--- src/design/tfq_pkg.sv ---
package tfq_pkg;

  // Operation codes of a request
  typedef enum logic [2:0] {
    OP_PUSH        = 3'd0,
    OP_RENDER      = 3'd1,
    OP_FEED        = 3'd2,
    OP_PLAY        = 3'd3,
    OP_PAUSE       = 3'd4,
    OP_ANCHOR      = 3'd5,
    OP_ANCHOR_STOP = 3'd6,
    OP_STATUS      = 3'd7
  } op_e;

  // Configuration register indexes
  localparam logic [1:0] CFG_DECODER    = 2'd0;
  localparam logic [1:0] CFG_FULL_LEVEL = 2'd1;
  localparam logic [1:0] CFG_LEAD_LIMIT = 2'd2;

  localparam int unsigned CfgDataW = 40;

  // Configuration reset values
  localparam logic          DecoderRst   = 1'b1;
  localparam logic [6:0]    FullLevelRst = 7'd5;
  localparam logic [39:0]   LeadLimitRst = 40'd2000000000;

  typedef struct packed {
    op_e                opcode;
    logic signed [63:0] stamp_ns;
    logic [15:0]        buffer_tag;
    logic [62:0]        wall_time_ns;
  } req_t;

  typedef struct packed {
    logic signed [63:0] clock_ns;
    logic               show_valid;
    logic [15:0]        show_tag;
    logic [5:0]         skipped;
    logic               evicted_valid;
    logic [15:0]        evicted_tag;
    logic               buffer_full;
    logic [6:0]         fill_level;
    logic               frame_due;
  } rsp_t;

  // Controller to datapath commands
  typedef struct packed {
    logic load;
    logic elapse;
    logic clock;
    logic evict;
    logic walk;
    logic pop;
    logic apply;
    logic finish;
  } ctrl_t;

  // Datapath to controller status
  typedef struct packed {
    op_e  op;
    logic at_full;
    logic walk_last;
    logic head_due;
  } stat_t;

endpackage

--- src/design/tfq_ctrl.sv ---
module tfq_ctrl (
  input  logic            clk_i,
  input  logic            rst_ni,
  input  logic            start_i,
  output logic            busy_o,
  input  tfq_pkg::stat_t  stat_i,
  output tfq_pkg::ctrl_t  ctrl_o
);

  typedef enum logic [2:0] {
    S_IDLE,
    S_ELAPSE,
    S_CLOCK,
    S_EVICT,
    S_WALK,
    S_POP,
    S_APPLY,
    S_FINISH
  } state_e;

  state_e state_q, state_d;
  logic   busy_q, busy_d;

  // Next state and command decode
  always_comb begin
    state_d = state_q;
    busy_d  = busy_q;
    ctrl_o  = '0;
    unique case (state_q)
      S_IDLE: begin
        if (start_i) begin
          ctrl_o.load = 1'b1;
          busy_d      = 1'b1;
          state_d     = S_ELAPSE;
        end
      end
      S_ELAPSE: begin
        ctrl_o.elapse = 1'b1;
        state_d       = S_CLOCK;
      end
      S_CLOCK: begin
        ctrl_o.clock = 1'b1;
        priority if (stat_i.op == tfq_pkg::OP_PUSH) begin
          state_d = stat_i.at_full ? S_EVICT : S_WALK;
        end else if (stat_i.op == tfq_pkg::OP_RENDER) begin
          state_d = S_POP;
        end else begin
          state_d = S_APPLY;
        end
      end
      S_EVICT: begin
        ctrl_o.evict = 1'b1;
        state_d      = S_WALK;
      end
      S_WALK: begin
        ctrl_o.walk = 1'b1;
        if (stat_i.walk_last) begin
          state_d = S_FINISH;
        end
      end
      S_POP: begin
        // drop due entries from the head one per cycle
        if (stat_i.head_due) begin
          ctrl_o.pop = 1'b1;
        end else begin
          state_d = S_FINISH;
        end
      end
      S_APPLY: begin
        ctrl_o.apply = 1'b1;
        state_d      = S_FINISH;
      end
      S_FINISH: begin
        ctrl_o.finish = 1'b1;
        busy_d        = 1'b0;
        state_d       = S_IDLE;
      end
      default: begin
        state_d = S_IDLE;
        busy_d  = 1'b0;
      end
    endcase
  end

  // State and registered busy
  always_ff @(posedge clk_i or negedge rst_ni) begin
    if (!rst_ni) begin
      state_q <= S_IDLE;
      busy_q  <= 1'b0;
    end else begin
      state_q <= state_d;
      busy_q  <= busy_d;
    end
  end

  assign busy_o = busy_q;

endmodule

--- src/design/tfq_dp.sv ---
module tfq_dp #(
  parameter int unsigned QUEUE_DEPTH = 8
) (
  input  logic                          clk_i,
  input  logic                          rst_ni,
  input  tfq_pkg::req_t                 req_i,
  input  logic                          cfg_valid_i,
  input  logic [1:0]                    cfg_index_i,
  input  logic [tfq_pkg::CfgDataW-1:0]  cfg_data_i,
  input  tfq_pkg::ctrl_t                ctrl_i,
  output tfq_pkg::stat_t                stat_o,
  output tfq_pkg::rsp_t                 rsp_o,
  output logic                          done_o
);

  localparam int unsigned CW = $clog2(QUEUE_DEPTH + 1);
  localparam int unsigned PW = $clog2(QUEUE_DEPTH);

  // Captured request
  tfq_pkg::op_e       op_q;
  logic signed [63:0] stamp_q;
  logic [15:0]        tag_q;
  logic [62:0]        wall_q;

  // Architectural state
  logic [CW-1:0]      count_q;
  logic signed [63:0] base_q;
  logic [62:0]        resume_q;
  logic               playing_q;
  logic               pending_q;
  logic               decoder_q;
  logic [6:0]         full_level_q;
  logic [39:0]        lead_q;
  logic               done_q;

  // Entry slots, kept sorted from slot 0
  logic signed [63:0] slot_stamp_q [QUEUE_DEPTH];
  logic [15:0]        slot_tag_q   [QUEUE_DEPTH];

  // Working registers
  logic [63:0]        elapsed_q;
  logic signed [63:0] clk_q;
  logic [63:0]        diff_q;
  logic               gt_q;
  logic signed [63:0] carry_stamp_q;
  logic [15:0]        carry_tag_q;
  logic               ins_q;
  logic [PW-1:0]      pos_q;
  logic [5:0]         npop_q;
  logic               show_valid_q;
  logic [15:0]        show_tag_q;
  logic               ev_valid_q;
  logic [15:0]        ev_tag_q;
  logic               full_q;
  tfq_pkg::rsp_t      rsp_q;

  // Insertion walk: pick the slot that enters the tail this cycle
  logic [CW-1:0]      pos_ext;
  logic signed [63:0] emit_stamp;
  logic [15:0]        emit_tag;
  logic               swap;
  logic               pend_fin;

  assign pos_ext = CW'(pos_q);

  always_comb begin
    emit_stamp = slot_stamp_q[0];
    emit_tag   = slot_tag_q[0];
    swap       = 1'b0;
    if (pos_ext < count_q) begin
      if (ins_q || (slot_stamp_q[0] > carry_stamp_q)) begin
        emit_stamp = carry_stamp_q;
        emit_tag   = carry_tag_q;
        swap       = 1'b1;
      end
    end else if (pos_ext == count_q) begin
      emit_stamp = carry_stamp_q;
      emit_tag   = carry_tag_q;
    end
  end

  // pending flag after a render
  assign pend_fin = (op_q == tfq_pkg::OP_RENDER) ? ((count_q != '0) && playing_q)
                                                  : pending_q;

  // Status to controller
  assign stat_o.op        = op_q;
  assign stat_o.at_full   = (count_q == CW'(QUEUE_DEPTH));
  assign stat_o.walk_last = (pos_q == PW'(QUEUE_DEPTH - 1));
  assign stat_o.head_due  = (count_q != '0) && (slot_stamp_q[0] <= clk_q);

  // Control state and configuration
  always_ff @(posedge clk_i or negedge rst_ni) begin
    if (!rst_ni) begin
      count_q      <= '0;
      base_q       <= '0;
      resume_q     <= '0;
      playing_q    <= 1'b0;
      pending_q    <= 1'b0;
      decoder_q    <= tfq_pkg::DecoderRst;
      full_level_q <= tfq_pkg::FullLevelRst;
      lead_q       <= tfq_pkg::LeadLimitRst;
      done_q       <= 1'b0;
    end else begin
      if (cfg_valid_i) begin
        if (cfg_index_i == tfq_pkg::CFG_DECODER) begin
          decoder_q <= cfg_data_i[0];
        end else if (cfg_index_i == tfq_pkg::CFG_FULL_LEVEL) begin
          full_level_q <= cfg_data_i[6:0];
        end else if (cfg_index_i == tfq_pkg::CFG_LEAD_LIMIT) begin
          lead_q <= cfg_data_i[39:0];
        end
      end
      if (ctrl_i.walk && stat_o.walk_last) begin
        count_q   <= count_q + CW'(1);
        pending_q <= 1'b1;
      end
      if (ctrl_i.evict || ctrl_i.pop) begin
        count_q <= count_q - CW'(1);
      end
      if (ctrl_i.apply) begin
        unique case (op_q)
          tfq_pkg::OP_PLAY: begin
            resume_q  <= wall_q;
            playing_q <= 1'b1;
            pending_q <= 1'b1;
          end
          tfq_pkg::OP_PAUSE: begin
            base_q    <= clk_q;
            playing_q <= 1'b0;
            pending_q <= 1'b0;
          end
          tfq_pkg::OP_ANCHOR: begin
            base_q   <= stamp_q;
            resume_q <= wall_q;
            count_q  <= '0;
          end
          tfq_pkg::OP_ANCHOR_STOP: begin
            base_q    <= stamp_q;
            resume_q  <= wall_q;
            count_q   <= '0;
            playing_q <= 1'b0;
          end
          default: begin
          end
        endcase
      end
      if (ctrl_i.finish) begin
        pending_q <= pend_fin;
      end
      done_q <= ctrl_i.finish;
    end
  end

  // Datapath registers
  always_ff @(posedge clk_i) begin
    if (ctrl_i.load) begin
      op_q    <= req_i.opcode;
      stamp_q <= req_i.stamp_ns;
      tag_q   <= req_i.buffer_tag;
      wall_q  <= req_i.wall_time_ns;
    end
    if (ctrl_i.elapse) begin
      elapsed_q <= {1'b0, wall_q} - {1'b0, resume_q};
    end
    // clock at the wall time, feed difference, walk setup
    if (ctrl_i.clock) begin
      clk_q         <= base_q + (playing_q ? $signed(elapsed_q) : 64'sd0);
      diff_q        <= stamp_q - base_q;
      gt_q          <= (stamp_q > base_q);
      carry_stamp_q <= stamp_q;
      carry_tag_q   <= tag_q;
      ins_q         <= 1'b0;
      pos_q         <= '0;
      npop_q        <= '0;
      show_valid_q  <= 1'b0;
      show_tag_q    <= '0;
      ev_valid_q    <= 1'b0;
      ev_tag_q      <= '0;
      full_q        <= 1'b0;
    end
    // evict or pop: rotate the slots by one
    if (ctrl_i.evict || ctrl_i.pop) begin
      for (int i = 0; i < QUEUE_DEPTH - 1; i++) begin
        slot_stamp_q[i] <= slot_stamp_q[i+1];
        slot_tag_q[i]   <= slot_tag_q[i+1];
      end
      slot_stamp_q[QUEUE_DEPTH-1] <= slot_stamp_q[0];
      slot_tag_q[QUEUE_DEPTH-1]   <= slot_tag_q[0];
    end
    if (ctrl_i.evict) begin
      ev_valid_q <= 1'b1;
      ev_tag_q   <= slot_tag_q[0];
    end
    if (ctrl_i.pop) begin
      show_valid_q <= 1'b1;
      show_tag_q   <= slot_tag_q[0];
      npop_q       <= npop_q + 6'd1;
    end
    // insertion walk: one slot passes through the tail per cycle
    if (ctrl_i.walk) begin
      for (int i = 0; i < QUEUE_DEPTH - 1; i++) begin
        slot_stamp_q[i] <= slot_stamp_q[i+1];
        slot_tag_q[i]   <= slot_tag_q[i+1];
      end
      slot_stamp_q[QUEUE_DEPTH-1] <= emit_stamp;
      slot_tag_q[QUEUE_DEPTH-1]   <= emit_tag;
      if (swap) begin
        carry_stamp_q <= slot_stamp_q[0];
        carry_tag_q   <= slot_tag_q[0];
        ins_q         <= 1'b1;
      end
      pos_q <= pos_q + PW'(1);
    end
    if (ctrl_i.apply) begin
      if (op_q == tfq_pkg::OP_FEED) begin
        if (decoder_q) begin
          full_q <= (7'(count_q) >= full_level_q);
        end else begin
          full_q <= gt_q && (diff_q > {24'd0, lead_q});
        end
      end
      // clock after play or anchor restarts at the new base
      if (op_q == tfq_pkg::OP_PLAY) begin
        clk_q <= base_q;
      end else if (op_q == tfq_pkg::OP_ANCHOR || op_q == tfq_pkg::OP_ANCHOR_STOP) begin
        clk_q <= stamp_q;
      end
    end
    if (ctrl_i.finish) begin
      rsp_q.clock_ns      <= clk_q;
      rsp_q.show_valid    <= show_valid_q;
      rsp_q.show_tag      <= show_tag_q;
      rsp_q.skipped       <= show_valid_q ? (npop_q - 6'd1) : 6'd0;
      rsp_q.evicted_valid <= ev_valid_q;
      rsp_q.evicted_tag   <= ev_tag_q;
      rsp_q.buffer_full   <= full_q;
      rsp_q.fill_level    <= 7'(count_q);
      rsp_q.frame_due     <= pend_fin;
    end
  end

  assign rsp_o  = rsp_q;
  assign done_o = done_q;

endmodule

--- src/design/timestamp_ordered_frame_queue.sv ---
// Channel   Direction  Signals                                   Transfer
// request   in         start_i, busy_o, req_i                    start_i && !busy_o
// result    out        done_o, rsp_o                             done_o, one cycle
// config    in         cfg_valid_i, cfg_ready_o, cfg_index_i,    cfg_valid_i && cfg_ready_o
//                      cfg_data_i
//
// A request steps through load, elapse and clock, then apply (feed, play, pause, anchor,
// status), a pop per due entry (render), or an optional evict and the insertion walk (push),
// then finish; the insertion walk rotates every slot once through the queue tail.
// The result shows on rsp_o for one cycle with done_o; the receiver cannot stall it.
// Reset is asynchronous, active low; the queue is empty and the clock is paused at zero.
// busy_o is high from acceptance until the result cycle; config writes wait while busy.
module timestamp_ordered_frame_queue #(
  parameter int unsigned QUEUE_DEPTH = 8
) (
  input  logic                          clk_i,
  input  logic                          rst_ni,
  input  logic                          start_i,
  output logic                          busy_o,
  input  tfq_pkg::req_t                 req_i,
  output logic                          done_o,
  output tfq_pkg::rsp_t                 rsp_o,
  input  logic                          cfg_valid_i,
  output logic                          cfg_ready_o,
  input  logic [1:0]                    cfg_index_i,
  input  logic [tfq_pkg::CfgDataW-1:0]  cfg_data_i
);

  tfq_pkg::ctrl_t ctrl;
  tfq_pkg::stat_t stat;

  // config writes are taken only while no request is in flight
  assign cfg_ready_o = ~busy_o;

  tfq_ctrl u_ctrl (
    .clk_i   (clk_i),
    .rst_ni  (rst_ni),
    .start_i (start_i),
    .busy_o  (busy_o),
    .stat_i  (stat),
    .ctrl_o  (ctrl)
  );

  tfq_dp #(
    .QUEUE_DEPTH (QUEUE_DEPTH)
  ) u_dp (
    .clk_i       (clk_i),
    .rst_ni      (rst_ni),
    .req_i       (req_i),
    .cfg_valid_i (cfg_valid_i & cfg_ready_o),
    .cfg_index_i (cfg_index_i),
    .cfg_data_i  (cfg_data_i),
    .ctrl_i      (ctrl),
    .stat_o      (stat),
    .rsp_o       (rsp_o),
    .done_o      (done_o)
  );

endmodule

--- config.mk ---
export PLATFORM = sky130hd
export DESIGN_NAME = timestamp_ordered_frame_queue
export DESIGN_NICKNAME = d
export VERILOG_FILES = /design/src/design/tfq_pkg.sv /design/src/design/tfq_ctrl.sv /design/src/design/tfq_dp.sv /design/src/design/timestamp_ordered_frame_queue.sv
export SDC_FILE = /design/constraint.sdc
export NUM_CORES = 2
export LEC_CHECK = 0
export BUFFER_PORTS_ARGS = -buffer_cell sky130_fd_sc_hd__buf_2
export CAP_MARGIN = 20
export CORE_UTILIZATION = 50
export CTS_BUF_LIST = sky130_fd_sc_hd__clkbuf_16
export DETAILED_ROUTE_END_ITERATION = 7
export PLACE_DENSITY = 0.7
export REMOVE_ABC_BUFFERS = 1
export SYNTH_ARGS = -nofsm -noshare
export SYNTH_HDL_FRONTEND = slang
export SYNTH_SLANG_ARGS = --single-unit
--- constraint.sdc ---
create_clock -name clk_i -period 18.2 [get_ports clk_i]
set_input_delay 1.82 -clock clk_i [delete_from_list [all_inputs] [get_ports clk_i]]
set_output_delay 1.82 -clock clk_i [all_outputs]
set_load 0.01 [all_outputs]
==> results.txt <==
- The flow ran to the end, and the final reports show no timing, DRC or antenna violations.
- The critical path in this run is classified as flip-flop to flip-flop.
- Critical path origin: u_dp.slot_stamp_q[0][63]
* Count of flip-flops with a built-in enable after synthesis: 1,066
- STA puts the critical path data required time at 18.61 ns.
- Total die area: 0.129 mm²
* Number of remaining DRC errors: 0
* Number of vias in the routed layout: 42,000
- Dividing the detail-routed wire length by the instance count gives 22.9 µm.
* Largest net degree at the start of global routing: 180
- Count of buffers added by post-CTS timing repair for setup: 0
- Synth Warn #: 0
* Proportion of total power due to net switching: 38.1%
- In this run the number of H-tree levels came out at 4.
* Reg power frac: 41.1%
- Hold repair after CTS inserted 0 buffers.
* Sink Count: 1,400
- Power share of the clock group: 19.6%
- Share of the yosys chip area belonging to registers: 62.1%
- Fraction of layout instances using a drive strength above 1: 13.9%
- Leakage component of the power: 0.0283 µW
- Input/output buffers: 304
- The worst register-to-register path begins at u_dp.slot_stamp_q[0][63].
- Across the run, the number of max-cap violations was 0.
- At the pin with the least slew margin, the transition time is 1.13 ns.
* Total number of placement rows: 130
- Pwr dens: 216 mW/mm²
- Synthesized instance count: 5,165
* Proportion of register bits with asynchronous set or reset after synthesis: 13.3%
- The routed design has 165 mm of wire.
- Time the worst path needs with I/O delays and setup: 6.29 ns
- Syn Std Cell Area: 0.0638 mm²
- For this run, the top clock speed supported by timing is 0.159 GHz.
* Number of buffers created by CTS: 147
- CP max FO: 179
* Iteration-0 DRC count of the detailed router: 4,378
* Via count of the first global-routing pass: 40,000
- Clock latency of the later-clocked register in the worst-skew pair: 0.80 ns
* Final clock skew: 0.0282 ns
* Post-synth cell types: 97
- At the end of routability-driven placement, the weighted congestion stood at 0.967.
* # IOs: 308
- Die outline width: 359 µm
* Number of endpoints failing setup at the final stage: 0
- Synthesis-stage register bit count: 1,400
* Minimum setup slack after placement: 11.87 ns
- Summed over all failing endpoints, the final setup total negative slack is 0 ns.
- Net count, final: 6,014
- Ratio of final minimum period to clock period: 34.6%
* Final HPWL from detailed placement: 117 mm
* Internal Dissipation: 9600 µW
- The floorplan step defined a core boundary enclosing 0.126 mm².
- Combinational logic burns 39.3% of the power.
- Die extent in y: 359 µm
* Final Slew Violations: 0
- Slew HR: 24.9%
* Post-CTS clock slew at the launch and capture registers of the worst setup and hold paths: 0.06 ns
- STA classifies the critical path endpoint as a flip-flop.
- Unrepaired setup endpoints after global routing: no
- Clock tree synthesis selected as its root buffer the cell clkbuf_16.
- The finished layout holds 7,223 standard cells, fillers aside.
* First-pass iteration count of the detailed router: 8
- The number of cells on the worst reg-to-reg path is 13.
- Global-route usage over all layers: 25.4%
* First-pass GRT wire length: 247 mm
* Setup slack of the critical path after layout: 11.91 ns
- The critical path ends at u_dp.slot_tag_q[0][13].
* Remaining global-route overflow: 0
- Reg2Reg Capture Point: u_dp.slot_tag_q[0][13]
- After detailed placement, the design holds a cell count of 6,949.
- Post-CTS Resized: 0
- Vias per cell: 5.82
- In this run the most critical hold path is launched from u_dp.slot_stamp_q[1][7].
- The count of nets left with antenna violations once routing finished came out at 0.
- Layout overhead on the synthesized area: 12.7%
- Setup crit start kind: flip-flop
* Post-Syn Area per Cell: 12.4 µm²
- For this run, the leading register cell type out of synthesis is edfxtp_1.
* R2r setup slk: 11.91 ns
* Worst Path Arrival: 6.70 ns
- Starting density of the core: 50.6%
- The analysis attributes to net switching a power of 5910 µW.
- Antenna violations before repair: 6
- IR analysis of the VDD net gives a maximum drop of 0.196 mV.
* Type of the most critical hold path: flip-flop to flip-flop
- CTS tree: done
- Count of final hold-check violations: 0
- No sink is reached through more buffers than the 3 on the longest clock path.
## placed cells by master (no fill, tap or decap), drive strengths merged, types with 12 or more instances in the layout
master / n
a211oi: 47
a21o: 194
a21oi: 365
a22oi: 41
a31oi: 33
and2: 117
and3: 30
buf: 344
bufinv: 16
clkbuf: 153
clkinv: 61
dfrtp: 170
dfstp: 16
dfxtp: 148
edfxtp: 1066
ha: 371
inv: 414
mux2: 165
mux2i: 12
nand2: 442
nand2b: 30
nand3: 52
nand4: 77
nor2: 209
nor2b: 39
nor3: 41
nor4: 17
o211ai: 19
o21a: 33
o21ai: 369
o21bai: 43
o22ai: 56
o31ai: 20
or3: 13
xnor2: 111
xor2: 68
## stage by stage
step | utilization [%] | total power [µW] | area, µm² | hold WS, ns
floorplan | - | 10300 | 63000 | 0.400
global placement | 53.2 | 12200 | 67000 | 0.400
detailed placement | 53.2 | 12400 | 67000 | 0.405
CTS | 57.1 | 15500 | 71900 | 0.403
global route | 57.1 | 16400 | 71900 | 0.407
finish | 57.1 | 15500 | 71900 | 0.408
## registers in the layout, summed over array words and instances, names as in the netlist, 3 cells and up
signal / flops
u_dp.base_q: 64
u_dp.rsp_o: 110
u_dp.op_q: 3
u_dp.tag_q: 16
u_dp.pos_q: 3
u_dp.count_q: 4
u_dp.wall_q: 63
u_dp.resume_q: 63
u_dp.slot_stamp_q: 512
u_dp.clk_q: 64
u_dp.carry_tag_q: 16
u_dp.npop_q: 6
u_dp.elapsed_q: 64
u_dp.diff_q: 64
u_dp.carry_stamp_q: 64
u_dp.stamp_q: 64
u_dp.show_tag_q: 16
u_dp.slot_tag_q: 128
u_ctrl.state_q: 3
u_dp.ev_tag_q: 16
u_dp.lead_q: 40
u_dp.full_level_q: 7
## power by group through the flow
| stage | Sequential (µW) | Combinational [µW] | Clock [µW] |
|---|---|---|---|
| 2_1_floorplan | 6270 | 4010 | 0 |
| 3_3_place_gp | 6350 | 5900 | 0 |
| 3_5_place_dp | 6390 | 6000 | 0 |
| 4_1_cts | 6370 | 6040 | 3100 |
| 5_1_grt | 6500 | 6660 | 3220 |
| 6_report | 6380 | 6090 | 3040 |
## Yosys cell counts (9+ instances only)
cell	number	area, µm²
ha_1	371	4640
a31oi_1	31	194
mux2_1	21	236
o22ai_1	56	350
nand2b_1	30	188
dfrtp_1	170	4250
o21a_1	33	248
a21oi_1	363	1820
dfstp_2	16	420
buf_1	16	60.1
and4_1	10	87.6
xor2_1	68	596
nor3b_1	10	75.1
o221ai_1	11	96.3
mux2_2	144	1620
and2_1	116	726
nor2b_1	39	244
a222oi_1	11	110
dfxtp_1	148	2960
a21o_1	194	1460
o21bai_1	43	323
nor3_1	41	205
buf_2	25	125
nand3_1	52	260
xnor2_1	111	972
nor2_1	209	785
nand2_1	442	1660
or3_1	13	81.3
o31ai_1	16	120
o2111ai_1	9	78.8
clkbuf_1	168	631
o211ai_1	17	128
o21ai_1	15	75.1
inv_1	372	1400
nand4_1	77	482
and3_1	30	188
a22oi_1	41	308
a211oi_1	45	338
mux2i_1	12	120
edfxtp_1	1066	32000
o21ai_0	353	1770
a221oi_1	9	78.8
nor4_1	17	106
## layer usage
metal | vias to the layer above | GRT usage, % | part of all wire, %
li1 | 19500 | - | -
met1 | 20500 | 36.8 | 45
met2 | 1742 | 38.3 | 44
met3 | 286 | 4.47 | 7.9
met4 | 4 | 9.08 | 3.4
met5 | - | 0 | 0.016
## worst max-delay path, stage by stage, from the launching register on
cell and delay, ns:
edfxtp_1 0.43, ha_1 0.51, nand4_1 0.20, or4_1 0.60
nor4_1 0.48, nand4_1 0.22, nand2_1 0.12, o21ai_0 0.09
a31oi_2 0.22, buf_4 0.32, nor2_1 0.17, nand2_4 0.72
buf_12 0.69, buf_4 0.96
## worst min-delay path by stage
stage	cells after the start	slack, ns	to
2_1_floorplan	0	0.40	u_dp.rsp_o[10]
3_3_place_gp	0	0.40	u_dp.slot_tag_q[0][22]
3_5_place_dp	0	0.40	u_dp.rsp_o[18]
4_1_cts	0	0.40	u_dp.slot_stamp_q[1][135]
5_1_grt	0	0.41	u_dp.slot_stamp_q[1][113]
6_report	0	0.41	u_dp.slot_stamp_q[0][199]
## layout make-up
| class | count | area, µm² |
|---|---|---|
| inverters | 373 | 1410 |
| clock buffers | 152 | 3800 |
| multi-input cells | 3181 | 22000 |
| diodes | 1 | 2.50 |
| flip-flops and latches | 1400 | 39600 |
| repair buffers | 345 | 1850 |
| well taps | 1650 | 2060 |
| fillers | 10100 | 54100 |
| clock inverters | 121 | 1120 |
## kinds of logic after synthesis
group | after synthesis | share of synthesized area, %
adders and majority gates | 374 | 7.37
buffers and inverters | 586 | 3.52
AOI/OAI and AO/OA | 1332 | 13.1
xor gates and xnor gates | 179 | 2.46
DFF | 1400 | 62.1
muxes | 177 | 3.10
and+or+nand+nor | 1116 | 8.35
other | 1 | 0.00588
Note: power is estimated with default switching activity, not from simulation.
